### config.mk
export PLATFORM = sky130hd
export DESIGN_NAME = frame_level_meter_flat
export DESIGN_NICKNAME = d
export VERILOG_FILES = /design/src/sv/flm_pkg.sv /design/src/sv/flm_in_if.sv /design/src/sv/flm_out_if.sv /design/src/sv/flm_front.sv /design/src/sv/flm_queue.sv /design/src/sv/flm_back.sv /design/src/sv/frame_level_meter.sv /design/src/flat_wrapper.sv
export SDC_FILE = /design/constraint.sdc
export NUM_CORES = 1
export LEC_CHECK = 0
export BUFFER_PORTS_ARGS = -buffer_cell sky130_fd_sc_hd__buf_2
export CAP_MARGIN = 20
export CELL_PAD_IN_SITES_DETAIL_PLACEMENT = 1
export CELL_PAD_IN_SITES_GLOBAL_PLACEMENT = 2
export CORE_MARGIN = 1.5
export CORE_UTILIZATION = 48
export CTS_BUF_LIST = sky130_fd_sc_hd__clkbuf_2
export DETAILED_ROUTE_END_ITERATION = 8
export PLACE_DENSITY = 0.89
export SLEW_MARGIN = 20
export SYNTH_ARGS = -nofsm -noshare
export SYNTH_HDL_FRONTEND = slang
export SYNTH_SLANG_ARGS = --single-unit
### constraint.sdc
create_clock -name clk -period 16.2 [get_ports clk]
set_input_delay 0.81 -clock clk [delete_from_list [all_inputs] [get_ports clk]]
set_output_delay 0.81 -clock clk [all_outputs]
set_load 0.1 [all_outputs]
### src/sv/flm_pkg.sv
// Shared constants, job record and queue status for the frame level meter.
`default_nettype none

package flm_pkg;

    localparam int SAMPLE_W   = 16;
    localparam int FRAME_MAX  = 1024;
    localparam int CNT_W      = 11;
    localparam int SQ_W       = 41;
    localparam int SUM_W      = 27;
    localparam int PROD_W     = 31;
    localparam int DIV_STEPS  = SQ_W;
    localparam int ROOT_STEPS = 16;
    localparam int STEP_W     = 6;
    localparam int QDEPTH     = 2;
    localparam int QCNT_W     = 2;

    localparam logic [SAMPLE_W-1:0] THR_RESET = 16'h7FFF;

    // closed frame handed from the accumulator to the divide/root unit
    typedef struct packed {
        logic [SQ_W-1:0]        sq_sum;
        logic signed [SUM_W-1:0] sum;
        logic [SAMPLE_W-1:0]    peak;
        logic [CNT_W-1:0]       count;
        logic                   over;
    } job_t;

    typedef struct packed {
        logic              not_empty;
        logic [QCNT_W-1:0] fill;
    } q_stat_t;

endpackage

`default_nettype wire

### src/sv/flm_in_if.sv
// Sample channel: valid/ready with one signed sample and a frame-end flag.
`default_nettype none

interface flm_in_if;
    logic               valid;
    logic               ready;
    logic signed [15:0] sample;
    logic               frame_end;

    modport source (output valid, output sample, output frame_end, input ready);
    modport sink   (input valid, input sample, input frame_end, output ready);
endinterface

`default_nettype wire

### src/sv/flm_out_if.sv
// Result channel: valid/ready with the four per-frame levels.
`default_nettype none

interface flm_out_if;
    logic               valid;
    logic               ready;
    logic [15:0]        rms;
    logic [15:0]        peak;
    logic signed [15:0] dc_mean;
    logic               overloaded;

    modport source (output valid, output rms, output peak,
                    output dc_mean, output overloaded, input ready);
    modport sink   (input valid, input rms, input peak,
                    input dc_mean, input overloaded, output ready);
endinterface

`default_nettype wire

### src/sv/flm_front.sv
// Front end: squares each sample, accumulates the frame and emits a job on frame end.
`default_nettype none

module flm_front (
    input  wire logic                        clk,
    input  wire logic                        rst_n,
    flm_in_if.sink                           in_ch,
    input  wire logic                        cfg_we,
    input  wire logic [flm_pkg::SAMPLE_W-1:0] cfg_wdata,
    input  wire flm_pkg::q_stat_t            q_stat,
    output logic                             push,
    output flm_pkg::job_t                    push_job
);
    import flm_pkg::*;

    logic [SAMPLE_W-1:0]        thr_reg;

    logic                       s1_valid_reg;
    logic                       s1_end_reg;
    logic signed [SAMPLE_W-1:0] s1_v_reg;
    logic [SAMPLE_W-1:0]        s1_mag_reg;
    logic [PROD_W-1:0]          s1_sq_reg;

    logic [SQ_W-1:0]            sq_reg,   sq_next;
    logic signed [SUM_W-1:0]    sum_reg,  sum_next;
    logic [SAMPLE_W-1:0]        peak_reg, peak_next;
    logic [CNT_W-1:0]           cnt_reg,  cnt_next;

    logic                       accept;
    logic [SAMPLE_W-1:0]        in_mag;
    logic                       room;
    logic [QCNT_W:0]            pending;

    // a frame end sitting in the square stage still owes the queue a slot
    assign pending     = {1'b0, q_stat.fill} + {{QCNT_W{1'b0}}, s1_valid_reg & s1_end_reg};
    assign in_ch.ready = (pending < (QCNT_W+1)'(QDEPTH));
    assign accept      = in_ch.valid & in_ch.ready;
    assign in_mag      = in_ch.sample[SAMPLE_W-1] ? (~in_ch.sample + 1'b1) : in_ch.sample;

    always_comb
    begin
        room      = (cnt_reg < CNT_W'(FRAME_MAX));
        sq_next   = sq_reg;
        sum_next  = sum_reg;
        peak_next = peak_reg;
        cnt_next  = cnt_reg;
        if (room)
        begin
            sq_next   = sq_reg + SQ_W'(s1_sq_reg);
            sum_next  = sum_reg + SUM_W'(s1_v_reg);
            peak_next = (s1_mag_reg > peak_reg) ? s1_mag_reg : peak_reg;
            cnt_next  = cnt_reg + 1'b1;
        end
    end

    assign push            = s1_valid_reg & s1_end_reg;
    assign push_job.sq_sum = sq_next;
    assign push_job.sum    = sum_next;
    assign push_job.peak   = peak_next;
    assign push_job.count  = cnt_next;
    assign push_job.over   = (peak_next > thr_reg);

    always_ff @(posedge clk or negedge rst_n)
    begin
        if (!rst_n)
        begin
            thr_reg      <= THR_RESET;
            s1_valid_reg <= 1'b0;
            s1_end_reg   <= 1'b0;
            sq_reg       <= '0;
            sum_reg      <= '0;
            peak_reg     <= '0;
            cnt_reg      <= '0;
        end
        else
        begin
            if (cfg_we)
                thr_reg <= cfg_wdata;
            s1_valid_reg <= accept;
            s1_end_reg   <= accept & in_ch.frame_end;
            if (s1_valid_reg)
            begin
                if (s1_end_reg)
                begin
                    sq_reg   <= '0;
                    sum_reg  <= '0;
                    peak_reg <= '0;
                    cnt_reg  <= '0;
                end
                else
                begin
                    sq_reg   <= sq_next;
                    sum_reg  <= sum_next;
                    peak_reg <= peak_next;
                    cnt_reg  <= cnt_next;
                end
            end
        end
    end

    // payload of the square stage
    always_ff @(posedge clk)
    begin
        if (accept)
        begin
            s1_v_reg   <= in_ch.sample;
            s1_mag_reg <= in_mag;
            s1_sq_reg  <= PROD_W'(in_mag) * PROD_W'(in_mag);
        end
    end

endmodule

`default_nettype wire

### src/sv/flm_queue.sv
// Two-entry job queue between the accumulator and the divide/root unit.
`default_nettype none

module flm_queue (
    input  wire logic          clk,
    input  wire logic          rst_n,
    input  wire logic          push,
    input  wire flm_pkg::job_t push_job,
    input  wire logic          pop,
    output flm_pkg::job_t      head,
    output flm_pkg::q_stat_t   q_stat
);
    import flm_pkg::*;

    job_t              entry_reg [QDEPTH];
    logic              wr_ptr_reg;
    logic              rd_ptr_reg;
    logic [QCNT_W-1:0] fill_reg;

    assign head             = entry_reg[rd_ptr_reg];
    assign q_stat.fill      = fill_reg;
    assign q_stat.not_empty = (fill_reg != '0);

    always_ff @(posedge clk or negedge rst_n)
    begin
        if (!rst_n)
        begin
            wr_ptr_reg <= 1'b0;
            rd_ptr_reg <= 1'b0;
            fill_reg   <= '0;
        end
        else
        begin
            if (push)
                wr_ptr_reg <= ~wr_ptr_reg;
            if (pop)
                rd_ptr_reg <= ~rd_ptr_reg;
            case ({push, pop})
                2'b10:   fill_reg <= fill_reg + 1'b1;
                2'b01:   fill_reg <= fill_reg - 1'b1;
                default: fill_reg <= fill_reg;
            endcase
        end
    end

    always_ff @(posedge clk)
    begin
        if (push)
            entry_reg[wr_ptr_reg] <= push_job;
    end

endmodule

`default_nettype wire

### src/sv/flm_back.sv
// Back end: shift-subtract divides for mean square and mean, digit-by-digit root, result register.
`default_nettype none

module flm_back (
    input  wire logic          clk,
    input  wire logic          rst_n,
    input  wire flm_pkg::job_t head,
    input  wire flm_pkg::q_stat_t q_stat,
    output logic               pop,
    flm_out_if.source          out_ch
);
    import flm_pkg::*;

    typedef enum logic [1:0] {ST_IDLE, ST_DIV, ST_ROOT, ST_DONE} state_t;

    localparam int REM_W  = CNT_W + 1;
    localparam int RREM_W = 19;
    localparam int X_W    = 32;

    state_t              state_reg;
    logic [STEP_W-1:0]   step_reg;
    logic [CNT_W-1:0]    den_reg;
    logic [SQ_W-1:0]     nsq_reg;
    logic [REM_W-1:0]    rsq_reg;
    logic [SQ_W-1:0]     ndc_reg;
    logic [REM_W-1:0]    rdc_reg;
    logic                dc_neg_reg;
    logic [SAMPLE_W-1:0] peak_reg;
    logic                over_reg;
    logic [X_W-1:0]      x_reg;
    logic [RREM_W-1:0]   rr_reg;
    logic [SAMPLE_W-1:0] root_reg;

    logic                out_valid_reg;
    logic [SAMPLE_W-1:0] out_rms_reg;
    logic [SAMPLE_W-1:0] out_peak_reg;
    logic [SAMPLE_W-1:0] out_dc_reg;
    logic                out_over_reg;

    logic [REM_W-1:0]    sh_sq, sh_dc;
    logic                ge_sq, ge_dc;
    logic [RREM_W-1:0]   sh_r, trial;
    logic                ge_r;
    logic [SUM_W-1:0]    dc_mag;
    logic [SAMPLE_W-1:0] dc_q;
    logic                slot_free;

    assign sh_sq  = {rsq_reg[CNT_W-1:0], nsq_reg[SQ_W-1]};
    assign sh_dc  = {rdc_reg[CNT_W-1:0], ndc_reg[SQ_W-1]};
    assign ge_sq  = (sh_sq >= {1'b0, den_reg});
    assign ge_dc  = (sh_dc >= {1'b0, den_reg});

    assign sh_r   = {rr_reg[RREM_W-3:0], x_reg[X_W-1:X_W-2]};
    assign trial  = {1'b0, root_reg, 2'b01};
    assign ge_r   = (sh_r >= trial);

    assign dc_mag = head.sum[SUM_W-1] ? (~head.sum + 1'b1) : head.sum;
    assign dc_q   = ndc_reg[SAMPLE_W-1:0];

    assign slot_free = !out_valid_reg || out_ch.ready;
    assign pop       = (state_reg == ST_IDLE) && q_stat.not_empty;

    assign out_ch.valid      = out_valid_reg;
    assign out_ch.rms        = out_rms_reg;
    assign out_ch.peak       = out_peak_reg;
    assign out_ch.dc_mean    = out_dc_reg;
    assign out_ch.overloaded = out_over_reg;

    always_ff @(posedge clk or negedge rst_n)
    begin
        if (!rst_n)
        begin
            state_reg     <= ST_IDLE;
            step_reg      <= '0;
            out_valid_reg <= 1'b0;
        end
        else
        begin
            if (out_valid_reg && out_ch.ready)
                out_valid_reg <= 1'b0;
            case (state_reg)
                ST_IDLE:
                begin
                    if (q_stat.not_empty)
                    begin
                        den_reg    <= head.count;
                        nsq_reg    <= head.sq_sum;
                        ndc_reg    <= SQ_W'(dc_mag);
                        dc_neg_reg <= head.sum[SUM_W-1];
                        rsq_reg    <= '0;
                        rdc_reg    <= '0;
                        peak_reg   <= head.peak;
                        over_reg   <= head.over;
                        step_reg   <= '0;
                        state_reg  <= ST_DIV;
                    end
                end
                ST_DIV:
                begin
                    // quotient bits shift in from the right as dividend bits leave
                    rsq_reg <= ge_sq ? (sh_sq - {1'b0, den_reg}) : sh_sq;
                    nsq_reg <= {nsq_reg[SQ_W-2:0], ge_sq};
                    rdc_reg <= ge_dc ? (sh_dc - {1'b0, den_reg}) : sh_dc;
                    ndc_reg <= {ndc_reg[SQ_W-2:0], ge_dc};
                    if (step_reg == STEP_W'(DIV_STEPS - 1))
                    begin
                        step_reg  <= '0;
                        state_reg <= ST_ROOT;
                        x_reg     <= {{(X_W-PROD_W){1'b0}}, nsq_reg[PROD_W-2:0], ge_sq};
                        rr_reg    <= '0;
                        root_reg  <= '0;
                    end
                    else
                        step_reg <= step_reg + 1'b1;
                end
                ST_ROOT:
                begin
                    rr_reg   <= ge_r ? (sh_r - trial) : sh_r;
                    root_reg <= {root_reg[SAMPLE_W-2:0], ge_r};
                    x_reg    <= {x_reg[X_W-3:0], 2'b00};
                    if (step_reg == STEP_W'(ROOT_STEPS - 1))
                        state_reg <= ST_DONE;
                    else
                        step_reg <= step_reg + 1'b1;
                end
                ST_DONE:
                begin
                    if (slot_free)
                    begin
                        out_valid_reg <= 1'b1;
                        out_rms_reg   <= root_reg;
                        out_peak_reg  <= peak_reg;
                        out_dc_reg    <= dc_neg_reg ? (~dc_q + 1'b1) : dc_q;
                        out_over_reg  <= over_reg;
                        state_reg     <= ST_IDLE;
                    end
                end
                default:
                    state_reg <= ST_IDLE;
            endcase
        end
    end

endmodule

`default_nettype wire

### src/sv/frame_level_meter.sv
// Top level of the per-frame RMS, peak, DC and overload meter.
//
//  channel  dir  handshake          payload
//  in_ch    in   valid/ready        sample[15:0] signed, frame_end
//  out_ch   out  valid/ready        rms, peak, dc_mean, overloaded
//  cfg      in   cfg_we (no ready)  cfg_wdata[15:0] = overload_threshold
//
// Samples are taken one per cycle while in_ch.ready is high; each passes a square
// stage and then the accumulators. A closed frame waits in a two-entry queue for the
// back end, which runs a divide phase, a root phase and a hand-off to the result
// register for each frame. in_ch.ready drops while queued jobs plus a frame end in
// the square stage take both queue entries; a held result backs up into it.
// Reset clears accumulators, queue and result valid; the threshold returns to 32767.
`default_nettype none

module frame_level_meter (
    input  wire logic        clk,
    input  wire logic        rst_n,
    flm_in_if.sink           in_ch,
    flm_out_if.source        out_ch,
    input  wire logic        cfg_we,
    input  wire logic [15:0] cfg_wdata
);
    import flm_pkg::*;

    logic    push;
    logic    pop;
    job_t    push_job;
    job_t    head;
    q_stat_t q_stat;

    flm_front u_front (
        .clk       (clk),
        .rst_n     (rst_n),
        .in_ch     (in_ch),
        .cfg_we    (cfg_we),
        .cfg_wdata (cfg_wdata),
        .q_stat    (q_stat),
        .push      (push),
        .push_job  (push_job)
    );

    flm_queue u_queue (
        .clk      (clk),
        .rst_n    (rst_n),
        .push     (push),
        .push_job (push_job),
        .pop      (pop),
        .head     (head),
        .q_stat   (q_stat)
    );

    flm_back u_back (
        .clk    (clk),
        .rst_n  (rst_n),
        .head   (head),
        .q_stat (q_stat),
        .pop    (pop),
        .out_ch (out_ch)
    );

    a_fill_bound: assert property (@(posedge clk) disable iff (!rst_n)
        q_stat.fill <= QCNT_W'(QDEPTH))
        else $error("job queue fill above depth");

    a_no_overflow: assert property (@(posedge clk) disable iff (!rst_n)
        push && !pop |-> q_stat.fill != QCNT_W'(QDEPTH))
        else $error("frame closed into a full job queue");

    a_no_underflow: assert property (@(posedge clk) disable iff (!rst_n)
        pop |-> q_stat.not_empty)
        else $error("job taken from an empty queue");

    a_job_count: assert property (@(posedge clk) disable iff (!rst_n)
        push |-> (push_job.count != '0 && push_job.count <= CNT_W'(FRAME_MAX)))
        else $error("closed frame with bad sample count");

endmodule

`default_nettype wire
### src/flat_wrapper.sv
// flat-port wrapper written by rule: the top's interface ports become plain ports
module frame_level_meter_flat import flm_pkg::*;
  (clk, rst_n, cfg_we, cfg_wdata, in_ch_valid, in_ch_sample, in_ch_frame_end, in_ch_ready, out_ch_valid, out_ch_rms, out_ch_peak, out_ch_dc_mean, out_ch_overloaded, out_ch_ready);
  flm_in_if in_ch_i ();
  flm_out_if out_ch_i ();
  input  wire logic clk;
  input  wire logic rst_n;
  input  wire logic cfg_we;
  input  wire logic [15:0] cfg_wdata;
  input wire logic [$bits(in_ch_i.valid)-1:0] in_ch_valid;
  input wire logic [$bits(in_ch_i.sample)-1:0] in_ch_sample;
  input wire logic [$bits(in_ch_i.frame_end)-1:0] in_ch_frame_end;
  output wire logic [$bits(in_ch_i.ready)-1:0] in_ch_ready;
  output wire logic [$bits(out_ch_i.valid)-1:0] out_ch_valid;
  output wire logic [$bits(out_ch_i.rms)-1:0] out_ch_rms;
  output wire logic [$bits(out_ch_i.peak)-1:0] out_ch_peak;
  output wire logic [$bits(out_ch_i.dc_mean)-1:0] out_ch_dc_mean;
  output wire logic [$bits(out_ch_i.overloaded)-1:0] out_ch_overloaded;
  input wire logic [$bits(out_ch_i.ready)-1:0] out_ch_ready;
  assign in_ch_i.valid = in_ch_valid;
  assign in_ch_i.sample = in_ch_sample;
  assign in_ch_i.frame_end = in_ch_frame_end;
  assign in_ch_ready = in_ch_i.ready;
  assign out_ch_valid = out_ch_i.valid;
  assign out_ch_rms = out_ch_i.rms;
  assign out_ch_peak = out_ch_i.peak;
  assign out_ch_dc_mean = out_ch_i.dc_mean;
  assign out_ch_overloaded = out_ch_i.overloaded;
  assign out_ch_i.ready = out_ch_ready;
  frame_level_meter u_core (.clk(clk), .rst_n(rst_n), .in_ch(in_ch_i), .out_ch(out_ch_i), .cfg_we(cfg_we), .cfg_wdata(cfg_wdata));
endmodule
==> results.txt <==
----------------------------------------------------
[Run status]
  Run status ... finished clean

[Timing]
  Endpoints failing setup ... 0
  Final Max Tran Viols ... 0
  Fin crit share ... 56.1%
  Final min period ... 9100 ps
  RSZ-0062 raised after global routing ... false
  Final clock skew ... 107 ps
  Sum Neg Setup Slack ... 0 ps
  Tightest Pin Transition ... 1120 ps
  Peak Freq ... 0.110 GHz
  Final hold vios ... 0
  Tightest slew margin relative to the limit ... 24.4%

[GRT]
  Global-route wire length before repair ... 160000 um
  Maximum number of pins on one net before global-route repair ... 101
  Number of global-route vias before repair ... 29100
  Antenna violations before repair ... 3
  Total routing resource utilization after global routing ... 25.9%
  Final global-route overflow total ... 0

[CTS]
  Number of buffers inserted during clock tree synthesis ... 165
  H-tree level count ... 4
  Clock edge transition at the registers on the reported setup and hold paths ... 110 ps
  Maximum buffer depth of the clock tree ... 3
  Post-CTS Setup Repair Bufs ... 0
  Root buffer selected by CTS ... sky130_fd_sc_hd__clkbuf_2
  Worst skew pair latency ... 1380 ps
  TritonCTS clock tree ... done
  Sinks on the clock net ... 625

[Floorplan]
  IO Count ... 89
  Die extent in x ... 283 um
  Y dimension of the die ... 283 um
  Num rows ... 102
  Die Footprint ... 0.0798 mm2
  Floorplan Core Area ... 0.0775 mm2
  Starting density of the core ... 48.4%

[Logic synthesis]
  Number of enable-type register cells in the synthesized netlist ... 499
  Average footprint of a synthesized cell ... 11.3 um2
  Most common flop cell mapped by yosys ... sky130_fd_sc_hd__edfxtp_1
  Syn. warnings ... 0
  Synth Register Bits ... 625
  Post-Syn Area ... 0.0375 mm2
  Cell type with the largest total area after synthesis ... sky130_fd_sc_hd__edfxtp_1
  Distinct cell type count after synthesis ... 84
  Number of instances in the synthesized netlist ... 3306
  Main area contributors after synthesis ... sky130_fd_sc_hd__edfxtp_1 40%, sky130_fd_sc_hd__fa_1 9.0%, sky130_fd_sc_hd__ha_1 7.8%, sky130_fd_sc_hd__dfrtp_1 7.4%, sky130_fd_sc_hd__inv_1 3.4%
  Share of the synthesized area in the top cell type ... 39.9%
  Async set-reset flop share out of synthesis ... 20.2%
  Share of the yosys chip area belonging to registers ... 48.4%

[Setup path]
  Cell with the largest stage delay on the worst path ... sky130_fd_sc_hd__xor2_1
  Cell with the most instances on the worst path ... sky130_fd_sc_hd__fa_1
  Req. time, crit path ... 17380 ps
  Kind of end point of the critical path ... flip-flop
  Slack of the worst reg-to-reg path ... 10930 ps
  Crit path largest cell delay ... 790 ps
  Worst-path maximum fanout ... 17
  Type of the setup path with the least slack ... in -> reg
  Critical Path Source ... in_ch_sample[0]
  Worst r2r dst ... u_core.u_queue.entry_reg[1][0]
  Worst Setup Start Kind ... primary input
  FF-to-FF Start ... u_core.u_front.s1_mag_reg[13]
  Worst-case reg-to-reg path depth ... 17
  Critical Path AT ... 10270 ps

[Routing]
  Routed length per placed instance ... 21.3 um
  Count of antenna-violating nets left after detailed routing ... 0
  Met3 Wirelength ... 3930 um
  Per-cell via count in the routed design ... 5.59
  Via count of the routed design ... 26500
  Detailed route wirelength on metal2 ... 51000 um
  Number of remaining DRC errors ... 0
  Initial detailed-routing violation count ... 1412
  Pre-Repair DR Iteration Count ... 5
  WL final ... 101000 um
  Met1 wire length ... 43200 um
  Top Layer Used ... met4

[Min path]
  Worst Min Path Start ... in_ch_sample[3]
  Class of the most critical hold timing path ... in -> reg
  Endpoint of the worst hold path ... u_core.u_front.s1_v_reg[3]
  Hold Crit Depth ... 2

[Finish]
  Final nets ... 3999
  Max FFs per register ... 192
  Area grow syn2layout ... 10.4%
  Most common cell after layout, fill and taps aside ... sky130_fd_sc_hd__edfxtp_1
  Share of cells above drive strength 1 ... 14.3%
  Most frequent cells in the layout ... 499 x sky130_fd_sc_hd__edfxtp_1, 343 x sky130_fd_sc_hd__inv_1, 335 x sky130_fd_sc_hd__nand2_1

[Placement]
  Final RePlAce weighted congestion ... 0.911
  Dpl hpwl ... 72500 um
  Port Buf Inserts ... 88

[Job]
  Max-cap check violation count ... 0

----------------------------------------------------
-- timing repair --
item / in CTS / in global routing
hold buffers: 68 / 0
hold endpoints to repair: 93 / 0
gates resized for setup: 0 / 0
-- layer usage --
layer | up-vias | GRT usage, %
met4 | 0 | 8.83
li1 | 12200 | -
met5 | - | 0
met1 | 13500 | 32.4
met3 | 166 | 4.28
met2 | 525 | 45.3
-- per-stage QoR --
stage               hold WS, ps  instances  setup WS, ps  cell area (um2)  utilization (%)
floorplan                   400       3315          7850            37500                -
global placement            404       4363          6680            39200             50.6
detailed placement          413       4363          6410            39200             50.6
CTS                        13.7       4735          7350            41400             53.4
global route                110       4738          6700            41400             53.5
finish                      209       4738          7100            41400             53.5
-- how the worst max path moves through the flow --
stage | to | slack, ps | depth (start not counted)
floorplan | u_core.u_front.s1_sq_reg[30] | 7850 | 27
global placement | u_core.u_front.s1_sq_reg[30] | 6680 | 28
detailed placement | u_core.u_front.s1_sq_reg[30] | 6410 | 28
CTS | u_core.u_front.s1_sq_reg[30] | 7350 | 29
global route | u_core.u_front.s1_sq_reg[30] | 6700 | 29
finish | u_core.u_front.s1_sq_reg[30] | 7100 | 29
-- worst max-delay path, delay by kind of cell --
kind | cells | cell delay [ps]
buffers and inverters | 7 | 1720
adder cells (fa/ha/maj) | 8 | 3950
AND/OR/NAND/NOR | 3 | 680
AO/OA/AOI/OAI | 10 | 2280
XOR/XNOR | 1 | 790
-- cell usage after synthesis (all sizes together) (42+ instances only) --
| cell type | n |
|---|---|
| edfxtp | 499 |
| inv | 347 |
| nand2 | 335 |
| o21ai | 248 |
| ha | 234 |
| fa | 168 |
| nor2 | 167 |
| a21oi | 124 |
| dfrtp | 111 |
| xnor2 | 98 |
| clkbuf | 97 |
| mux2i | 83 |
| mux2 | 78 |
| xor2 | 75 |
| nor2b | 57 |
| and2 | 47 |
| a22o | 43 |
| nand3 | 42 |
-- layout make-up --
| cell class | instances | area [um2] |
|---|---|---|
| inverters | 353 | 1330 |
| diodes | 2 | 5.00 |
| multi-input cells | 2227 | 17700 |
| fillers | 8401 | 36000 |
| flip-flops and latches | 625 | 18200 |
| clock inverters | 60 | 314 |
| clock buffers | 244 | 1220 |
| well taps | 1040 | 1300 |
| repair buffers | 187 | 1380 |
-- kinds of logic after synthesis --
kind of cell,Yosys count,synth area share (%)
buffers and inverters,463,4.66
xor gates and xnor gates,173,4.09
DFF,625,48.4
muxes,161,4.56
and+or+nand+nor,804,9.96
adders and majority gates,402,16.8
AOI/OAI and AO/OA,676,11.5
other,2,0.0200
Power is left out: the tool's default activity adds up to more than one toggle a clock period on the data nets, which glitch-free logic cannot reach.
